[src/hsvrgb_pkg.sv]
// Package for the full-value HSV to RGB converter: level constants, sector
// codes and the hue sector split. No dependencies.
`default_nettype none

package hsvrgb_pkg;

    localparam logic [13:0] C_FULL_LEVEL  = 14'd10000;
    localparam logic [12:0] C_SECTOR_SPAN = 13'd6000;
    localparam logic [15:0] C_CIRCLE_SPAN = 16'd36000;
    // full level times sector span, the numerator before the products are taken off
    localparam logic [25:0] C_FULL_NUM    = 26'd60000000;
    // ceil(2^32 / 375): exact quotient for any 22 bit dividend
    localparam logic [23:0] C_RECIP       = 24'd11453247;

    localparam logic [2:0] SECT_0 = 3'd0;
    localparam logic [2:0] SECT_1 = 3'd1;
    localparam logic [2:0] SECT_2 = 3'd2;
    localparam logic [2:0] SECT_3 = 3'd3;
    localparam logic [2:0] SECT_4 = 3'd4;
    localparam logic [2:0] SECT_5 = 3'd5;

    typedef struct packed {
        logic [2:0]  sector;
        logic [12:0] rem;
    } t_hue_split;

    // Hue (already below 36000) into sector and remainder within the sector.
    function automatic t_hue_split hue_split(input logic [15:0] hue);
        t_hue_split res;
        logic [15:0] base;
        if (hue >= 16'd30000) begin
            res.sector = SECT_5;
            base       = 16'd30000;
        end else if (hue >= 16'd24000) begin
            res.sector = SECT_4;
            base       = 16'd24000;
        end else if (hue >= 16'd18000) begin
            res.sector = SECT_3;
            base       = 16'd18000;
        end else if (hue >= 16'd12000) begin
            res.sector = SECT_2;
            base       = 16'd12000;
        end else if (hue >= 16'd6000) begin
            res.sector = SECT_1;
            base       = 16'd6000;
        end else begin
            res.sector = SECT_0;
            base       = 16'd0;
        end
        res.rem = 13'(hue - base);
        return res;
    endfunction

endpackage

`default_nettype wire

[src/hsvrgb_div6000.sv]
// Divide-by-6000 unit: takes the numerator already shifted right by four
// and divides by 375 with a reciprocal multiply. Depends on hsvrgb_pkg.
`default_nettype none

module hsvrgb_div6000 (
    input  wire logic [21:0] i_num_div16,
    output logic      [13:0] o_quot
);
    import hsvrgb_pkg::*;

    logic [45:0] prod;

    // quotient never exceeds 10000, so the top 14 bits carry all of it
    assign prod   = 46'(i_num_div16) * 46'(C_RECIP);
    assign o_quot = prod[45:32];

endmodule

`default_nettype wire

[src/hsv_to_rgb_full_value.sv]
// Top level of the full-value HSV to RGB converter: three register stages.
// Depends on hsvrgb_pkg and hsvrgb_div6000.
`default_nettype none

// Channel   Direction  Handshake                  Payload
// input     in         i_in_valid / o_in_ready    hue, saturation, quality
// output    out        o_out_valid / i_out_ready  red, green, blue, quality
//
// One color transaction is accepted per cycle unless stalled; its result passes
// the input, product and result registers in turn, is then offered and leaves
// when i_out_ready is high. The two multiply stages, the sector products and
// the reciprocal divide by 6000, are each followed by a register. Synchronous
// active-low reset clears only the stage valid bits. A stall at the output
// backs up stage by stage; empty stages keep filling.

module hsv_to_rgb_full_value (
    input  wire logic        i_clk,
    input  wire logic        i_rst_n,
    input  wire logic        i_in_valid,
    output logic             o_in_ready,
    input  wire logic [15:0] i_hue_centideg,
    input  wire logic [13:0] i_sat_centipct,
    input  wire logic [13:0] i_quality_centipct,
    output logic             o_out_valid,
    input  wire logic        i_out_ready,
    output logic      [13:0] o_red_level,
    output logic      [13:0] o_green_level,
    output logic      [13:0] o_blue_level,
    output logic      [13:0] o_quality_out
);
    import hsvrgb_pkg::*;

    // stage valid bits and load enables (bubbles collapse)
    logic r_v1, r_v2, r_v3;
    logic load1, load2, load3;

    assign load3      = !r_v3 || i_out_ready;
    assign load2      = !r_v2 || load3;
    assign load1      = !r_v1 || load2;
    assign o_in_ready = load1;

    always_ff @(posedge i_clk) begin
        if (!i_rst_n) begin
            r_v1 <= 1'b0;
            r_v2 <= 1'b0;
            r_v3 <= 1'b0;
        end else begin
            if (load1) r_v1 <= i_in_valid;
            if (load2) r_v2 <= r_v1;
            if (load3) r_v3 <= r_v2;
        end
    end

    // ---- stage 1: input register
    logic [15:0] r_hue;
    logic [13:0] r_sat;
    logic [13:0] r_qual1;

    always_ff @(posedge i_clk) begin
        if (load1) begin
            r_hue   <= i_hue_centideg;
            r_sat   <= i_sat_centipct;
            r_qual1 <= i_quality_centipct;
        end
    end

    // ---- stage 1 -> 2: wrap hue, split into sector, form numerators
    logic [15:0] hue_wrap;
    t_hue_split  split;
    logic [12:0] rem_rev;
    logic [26:0] prod_q, prod_t;
    logic [26:0] diff_q, diff_t;
    logic [21:0] n_num_q, n_num_t;
    logic [13:0] n_p;

    // a 16 bit hue is below twice the circle, so one subtract wraps it
    assign hue_wrap = (r_hue >= C_CIRCLE_SPAN) ? (r_hue - C_CIRCLE_SPAN) : r_hue;
    assign split    = hue_split(hue_wrap);
    assign rem_rev  = C_SECTOR_SPAN - split.rem;

    assign prod_q = 27'(r_sat) * 27'(split.rem);
    assign prod_t = 27'(r_sat) * 27'(rem_rev);
    assign diff_q = 27'(C_FULL_NUM) - prod_q;
    assign diff_t = 27'(C_FULL_NUM) - prod_t;

    // saturation over full scale drives the numerator negative: clamp to zero
    assign n_num_q = (prod_q >= 27'(C_FULL_NUM)) ? 22'd0 : diff_q[25:4];
    assign n_num_t = (prod_t >= 27'(C_FULL_NUM)) ? 22'd0 : diff_t[25:4];
    assign n_p     = (r_sat >= C_FULL_LEVEL) ? 14'd0 : (C_FULL_LEVEL - r_sat);

    // ---- stage 2: product register
    logic [2:0]  r_sector;
    logic [21:0] r_num_q, r_num_t;
    logic [13:0] r_p;
    logic [13:0] r_qual2;

    always_ff @(posedge i_clk) begin
        if (load2) begin
            r_sector <= split.sector;
            r_num_q  <= n_num_q;
            r_num_t  <= n_num_t;
            r_p      <= n_p;
            r_qual2  <= r_qual1;
        end
    end

    // ---- stage 2 -> 3: divide by 6000, route levels by sector
    logic [13:0] lvl_q, lvl_t;
    logic [13:0] n_red, n_green, n_blue;

    hsvrgb_div6000 u_div_q (
        .i_num_div16 (r_num_q),
        .o_quot      (lvl_q)
    );

    hsvrgb_div6000 u_div_t (
        .i_num_div16 (r_num_t),
        .o_quot      (lvl_t)
    );

    always_comb begin
        unique case (r_sector)
            SECT_0: begin
                n_red = C_FULL_LEVEL; n_green = lvl_t;        n_blue = r_p;
            end
            SECT_1: begin
                n_red = lvl_q;        n_green = C_FULL_LEVEL; n_blue = r_p;
            end
            SECT_2: begin
                n_red = r_p;          n_green = C_FULL_LEVEL; n_blue = lvl_t;
            end
            SECT_3: begin
                n_red = r_p;          n_green = lvl_q;        n_blue = C_FULL_LEVEL;
            end
            SECT_4: begin
                n_red = lvl_t;        n_green = r_p;          n_blue = C_FULL_LEVEL;
            end
            default: begin
                n_red = C_FULL_LEVEL; n_green = r_p;          n_blue = lvl_q;
            end
        endcase
    end

    // ---- stage 3: result register
    logic [13:0] r_red, r_green, r_blue, r_qual3;

    always_ff @(posedge i_clk) begin
        if (load3) begin
            r_red   <= n_red;
            r_green <= n_green;
            r_blue  <= n_blue;
            r_qual3 <= r_qual2;
        end
    end

    assign o_out_valid   = r_v3;
    assign o_red_level   = r_red;
    assign o_green_level = r_green;
    assign o_blue_level  = r_blue;
    assign o_quality_out = r_qual3;

endmodule

`default_nettype wire

[config.mk]
export PLATFORM = sky130hd
export DESIGN_NAME = hsv_to_rgb_full_value
export DESIGN_NICKNAME = d
export VERILOG_FILES = /design/src/hsvrgb_pkg.sv /design/src/hsvrgb_div6000.sv /design/src/hsv_to_rgb_full_value.sv
export SDC_FILE = /design/constraint.sdc
export NUM_CORES = 2
export LEC_CHECK = 0
export BUFFER_PORTS_ARGS = -buffer_cell sky130_fd_sc_hd__buf_2
export CORE_MARGIN = 8
export CORE_UTILIZATION = 25
export DETAILED_ROUTE_END_ITERATION = 8
export SLEW_MARGIN = 20
export SYNTH_ARGS = -nofsm -noshare
export SYNTH_HDL_FRONTEND = slang
export SYNTH_SLANG_ARGS = --single-unit
[constraint.sdc]
create_clock -name i_clk -period 23.1 [get_ports i_clk]
set_clock_uncertainty 0.2 [all_clocks]
set_input_delay 2.31 -clock i_clk [delete_from_list [all_inputs] [get_ports i_clk]]
set_output_delay 2.31 -clock i_clk [all_outputs]
set_load 0.01 [all_outputs]
---- Yosys cells after proc, flatten, opt, wreduce, memory -nomap -nowiden ----
Cells that the tools add are included.
storage, ports and cells
  bits in registers ....................... 178
  input bits .............................. 48
  output and inout port bits .............. 58
  logic and storage cells ................. 64
operators by class
  add/sub/neg operators ................... 6
  multipliers ............................. 4
  $lt $le $gt $ge ......................... 9
  equality and inequality tests ........... 4
  mux-type cells .......................... 13
  reductions and logical operators ........ 12
operator list
  kind                                                                     count
  14-bit case mux with 3 select lines                                      3
  22-bit by 24-bit multiplier with 46-bit output, second input constant    2
  13-bit two-way mux                                                       5
  27-bit by 26-bit >= comparator with 1-bit output, second input constant  2
  14-bit by 13-bit multiplier with 27-bit output                           2
  26-bit subtractor, first input constant                                  2
  16-bit by 15-bit >= comparator with 1-bit output, second input constant  3
  16-bit by 13-bit >= comparator with 1-bit output, second input constant  1
  16-bit by 14-bit >= comparator with 1-bit output, second input constant  1
  16-bit >= comparator, second input constant                              1
  16-bit two-way mux                                                       1
  16-bit subtractor, second input constant                                 1
  14-bit >= comparator, second input constant                              1
  14-bit subtractor, first input constant                                  1
  13-bit subtractor                                                        1
  13-bit subtractor, first input constant                                  1
  2-bit OR reduction                                                       5
  3-bit by 2-bit equality test with 1-bit output, second input constant    2
  2-bit two-way mux                                                        2
  3-bit by 1-bit equality test with 1-bit output, second input constant    1
  3-bit equality test, second input constant                               1
  1-bit zero test                                                          3
  3-bit zero test                                                          1
  1-bit logical OR                                                         3
  1-bit two-way mux                                                        2

---- Logic depth before layout (Yosys ltp) ----
  word-level depth ........................ 12
  mapped depth ............................ 46
  mapped depth without buffers ............ 42

---- Modules after synthesis ----
A second synthesis with hierarchy kept.
second synthesis, totals
  cells, all modules ...................... 4,244
  area total of the unflattened synthesis .. 40,575.2 um^2
modules (own cells, without submodules)
  module                    instances  cells an instance  area an instance (um^2)  sequential area each (um^2)
  hsv_to_rgb_full_value     1          2,352              21,861.0                 5,315.1
  hsvrgb_div6000 (u_div_q)  1          947                9,359.0                  0.0
  hsvrgb_div6000 (u_div_t)  1          945                9,355.2                  0.0

---- Worst setup path after synthesis ----
No wires, ideal clock.
  path type ............................... reg2reg
  from .................................... register r_hue[0]
  to ...................................... register r_num_t[4] (data pin)
  library setup time ...................... 0.271 ns
  arrival time ............................ 11.231 ns
  required time ........................... 22.629 ns
  setup slack ............................. 11.398 ns
  stages on the path, launching flop included .. 45
  path buffers ............................ 4
  period minus slack after synthesis ...... 11.702 ns
  cells stage by stage .................... edfxtp_1 > clkbuf_1 > inv_1 > ha_1 > or3b_1 > o211ai_2 > a21o_1 > xnor2_1 > a211o_1 > a21oi_1 > nor2_1 > a211oi_1 > a21oi_1 > ha_1 > fa_1 > nor2b_1 > o21ai_0 > a21boi_0 > [9 not listed] > inv_1 > fa_1 > fa_1 > inv_1 > fa_1 > inv_1 > ha_1 > clkbuf_1 > and4_1 > nand3_1 > nor3_1 > nor4_1 > or3_1 > nor4_1 > o41ai_1 > a211oi_1 > clkbuf_1 > nor3_1
on the way
  longest elaborated chain between the ends .. 12
  elaborated cells between the ends (all ways) .. 18
  classes of those cells .................. add/sub (4); mul (1); order compare (7); mux (6)
RTL lines
  element                                                                                RTL line                                                  source
  from (decl)                                                                            hsv_to_rgb_full_value.sv:55                               logic [15:0] r_hue;
  from (signal assigned)                                                                 hsv_to_rgb_full_value.sv:61                               r_hue <= i_hue_centideg;
  16-bit subtractor or 16-bit >= comparator (tied branches)                              hsv_to_rgb_full_value.sv:77                               assign hue_wrap = (r_hue >= C_CIRCLE_SPAN) ? (r_hue - C_CIRCLE_SPAN) : r_hue;
  16-bit two-way mux (*)                                                                 hsv_to_rgb_full_value.sv:77
  16-bit by 13-bit >= comparator with 1-bit output                                       hsvrgb_pkg.sv:43                                          end else if (hue >= 16'd6000) begin
  13-bit two-way mux                                                                     hsvrgb_pkg.sv:43
  13-bit two-way mux                                                                     hsvrgb_pkg.sv:40                                          end else if (hue >= 16'd12000) begin
  13-bit two-way mux                                                                     hsvrgb_pkg.sv:37                                          end else if (hue >= 16'd18000) begin
  13-bit two-way mux                                                                     hsvrgb_pkg.sv:34                                          end else if (hue >= 16'd24000) begin
  13-bit two-way mux                                                                     hsvrgb_pkg.sv:31                                          if (hue >= 16'd30000) begin
  13-bit subtractor (*)                                                                  hsvrgb_pkg.sv:50                                          res.rem = 13'(hue - base);
  13-bit subtractor (*)                                                                  hsv_to_rgb_full_value.sv:79                               assign rem_rev = C_SECTOR_SPAN - split.rem;
  14-bit by 13-bit multiplier with 27-bit output (*)                                     hsv_to_rgb_full_value.sv:82                               assign prod_t = 27'(r_sat) * 27'(rem_rev);
  26-bit subtractor or 27-bit by 26-bit >= comparator with 1-bit output (tied branches)  hsv_to_rgb_full_value.sv:84, hsv_to_rgb_full_value.sv:88
  to (signal assigned)                                                                   hsv_to_rgb_full_value.sv:101                              r_num_t <= n_num_t;
  to (decl)                                                                              hsv_to_rgb_full_value.sv:93                               logic [21:0] r_num_q, r_num_t;
Every way passes the cells marked *; elsewhere a longest branch is shown, timed or not.
A chain may end at the register's enable or synchronous reset.

---- Worst setup path after layout ----
  from .................................... register r_hue[1]
  to ...................................... register r_num_t[18] (data pin)
The elaborated chain is that of the path after synthesis.

==> impl_metrics.json <==
{
  "routed_wirelength_mm": 106,
  "clock_tree_from_tritoncts": "built",
  "cp_num_buf_inv": 6,
  "post-route-cell-area_um2": 43300,
  "insertion_delay_ns": 0.52,
  "slew_at_the_pin_closest_to_its_max_slew_limit_ns": 1.09,
  "sequential_share_of_the_synthesized_area": 0.134,
  "critical_path.top_delay_family": "compound AO/OA/AOI/OAI gates",
  "synth-edff-count": 175,
  "critPathCapture": "r_num_t[18]",
  "critical_path_peak_fanout": 21,
  "timing.critical_path.required_ns": 23.19,
  "synth.lib_cells_used.distinct": 98,
  "via_count": 28348,
  "cts-hold-fix-buffers": 0,
  "crit_cells": 42,
  "ys_async_sr_fraction": 0,
  "clkSinkCount": 178,
  "timing.fmax_ghz": 0.0741,
  "io_buffers": 105,
  "final_hpwl_from_detailed_placement_mm": 90.4,
  "core_area_um2": 158000,
  "pins_over_slew_limit": 0,
  "place_congestion": 0.928,
  "ff2ff_path_depth": 42,
  "grt_overflow_total": 0,
  "grt.total_usage": 0.124,
  "ios": 106,
  "placementRows": 146,
  "final_antenna_net_count": 0,
  "final_sum_of_negative_setup_slack_ns": 0,
  "final_nets": 5482,
  "vertical_die_dimension_um": 415,
  "grt_pass1_wl_mm": 170,
  "die-area_um2": 172000,
  "placed_cell_area_um2": 42800,
  "critical_path.reg2reg.startpoint": "r_hue[1]",
  "firstDrtPassIters": 5,
  "clk_transition_reported_paths_ns": 0.08,
  "synthToLayoutAreaGrowth_pct": 8.93,
  "number_of_flip_flops_and_latches_in_the_synthesized_netlist": 178,
  "data_arrival_time_of_the_critical_path_ns": 13.59,
  "layout-drive-gt1-share": 0.0552,
  "post_cts_sizing": 0,
  "antenna_cells_inserted": 0,
  "cts_setup_buffers": 0,
  "grt_setup_unrepaired": "no",
  "fillers": 16744,
  "initial_cell_density_of_the_core": 0.252,
  "die_width_um": 415,
  "finalWorstPathRequiredPeriod_ns": 13.49,
  "ys_dominant_reg_cell": "edfxtp_1",
  "synth.net_count": 5442,
  "worstSetupPathType": "reg2reg",
  "detailedRoute.firstIterationViolations": 1851,
  "hold_viol": 0,
  "hold_path.class": "reg2reg",
  "route.detailed.drc": 0,
  "synth-warning-count": 0,
  "worst_setup_path_start_kind": "flip-flop",
  "h-tree-depth": 4,
  "ff2ff_setup_slack_ns": 9.61,
  "cap_violations": 0,
  "relSlewSlack": 0.254,
  "synth_area_um2": 39800,
  "max_stage_delay_ns": 0.84,
  "end_kind": "flip-flop",
  "setup_viol": 0,
  "clock_tree.buffer_depth": 2,
  "hold_path_startpoint": "r_qual1[2]",
  "wl_per_cell_um": 17.0,
  "timing.final.crit_share": 0.584,
  "cts_buffers": 17,
  "synthCells": 4117,
  "critical-path-slowest-cell": "a2111oi_1",
  "antenna_found_initial": 7,
  "clockRootBuffer": "clkbuf_16",
  "grt_max_degree": 76,
  "first_global_vias": 29858,
  "worstReg2RegEnd": "r_num_t[18]",
  "cp_common_cell": "fa_1",
  "syn-mean-instance-area_um2": 9.66,
  "status": "finished clean",
  "crit_path_from": "r_hue[1]",
  "avgViaCountPerCell": 4.54
}
## cells by family after synthesis
logic type	share of synthesized area
compound gates	0.0923
fa+ha+maj	0.529
flops	0.134
mux	0.00563
simple gates	0.110
buf+inv	0.106
xor+xnor	0.0229
## layer usage
metal  track usage  wire length, µm
met4        0.0353             3150
met1         0.167            47900
met5             0               27
met3        0.0187             5000
met2         0.208            50300
## metrics by stage
step | std cells | setup WS (ns) | util | hold slack, ns
floorplan | 4117 | 11.40 | - | 0.200
global placement | 6210 | 9.81 | 0.270 | 0.201
detailed placement | 6210 | 9.53 | 0.270 | 0.205
CTS | 6240 | 9.47 | 0.274 | 0.206
global route | 6240 | 8.35 | 0.274 | 0.219
finish | 6240 | 9.61 | 0.274 | 0.208
## final cells by class
type | instances | area [µm²] | share of cell area
multi-input combinational | 2819 | 30300 | 0.700
sequential | 178 | 5320 | 0.123
inverter | 1001 | 3760 | 0.0867
tap | 2072 | 2590 | 0.0598
timing repair buffer | 140 | 788 | 0.0182
clock buffer | 17 | 425 | 0.00982
clock inverter | 13 | 145 | 0.00335
## synthesized netlist by cell type (all sizes together), types with 29 or more instances
library cell | n | share of area
nand2b | 47 | 0.0074
nor2 | 130 | 0.012
a21oi | 132 | 0.017
nor3 | 71 | 0.0092
o21ai | 85 | 0.011
xor2 | 40 | 0.0088
edfxtp | 175 | 0.13
a21o | 45 | 0.0085
inv | 997 | 0.094
fa | 676 | 0.34
clkbuf | 110 | 0.010
and2 | 111 | 0.017
nand3 | 34 | 0.0043
nand2 | 322 | 0.030
xnor2 | 62 | 0.014
ha | 601 | 0.19
o21a | 29 | 0.0055
## state kept, by name (all words and copies together) (netlist names), 3 cells and up
name and count:
o_blue_level 14, o_green_level 14, o_quality_out 14, o_red_level 14, r_hue 16, r_num_q 22
r_num_t 22, r_p 14, r_qual1 14, r_qual2 14, r_sat 14, r_sector 3
## worst min-delay path by stage
stage | to | cells after the start
after CTS | r_qual2[2] | 0
after global placement | o_quality_out[9] | 0
after detailed placement | r_qual2[3] | 0
final | r_qual2[2] | 0
after floorplan | o_quality_out[0] | 0
after global routing | r_qual2[2] | 0
## placed cells by master (no fill, tap or decap), drive strengths merged, types with 11 or more instances in the layout
cell	synthesis	final
nor2b	18	18
a21o	45	45
nor3	71	71
ha	601	601
o31ai	14	14
o22ai	16	16
o21ai	85	85
nand3	34	34
nand4	23	23
or2	22	22
a221oi	11	11
xnor2	62	62
a211oi	23	23
edfxtp	175	175
nand2	322	322
xor2	40	40
and3	25	25
a31oi	20	20
clkbuf	110	17
fa	676	676
or3	19	19
nor3b	11	11
a21oi	132	132
and2	111	111
nor2	130	130
buf	9	140
o21a	29	29
nand2b	47	47
inv	997	1003
nor4	16	16
a2111oi	13	13
mux2i	19	19
o211ai	25	25
Power is left out: the tool's default activity adds up to more than one toggle a clock period on the data nets, which glitch-free logic cannot reach.
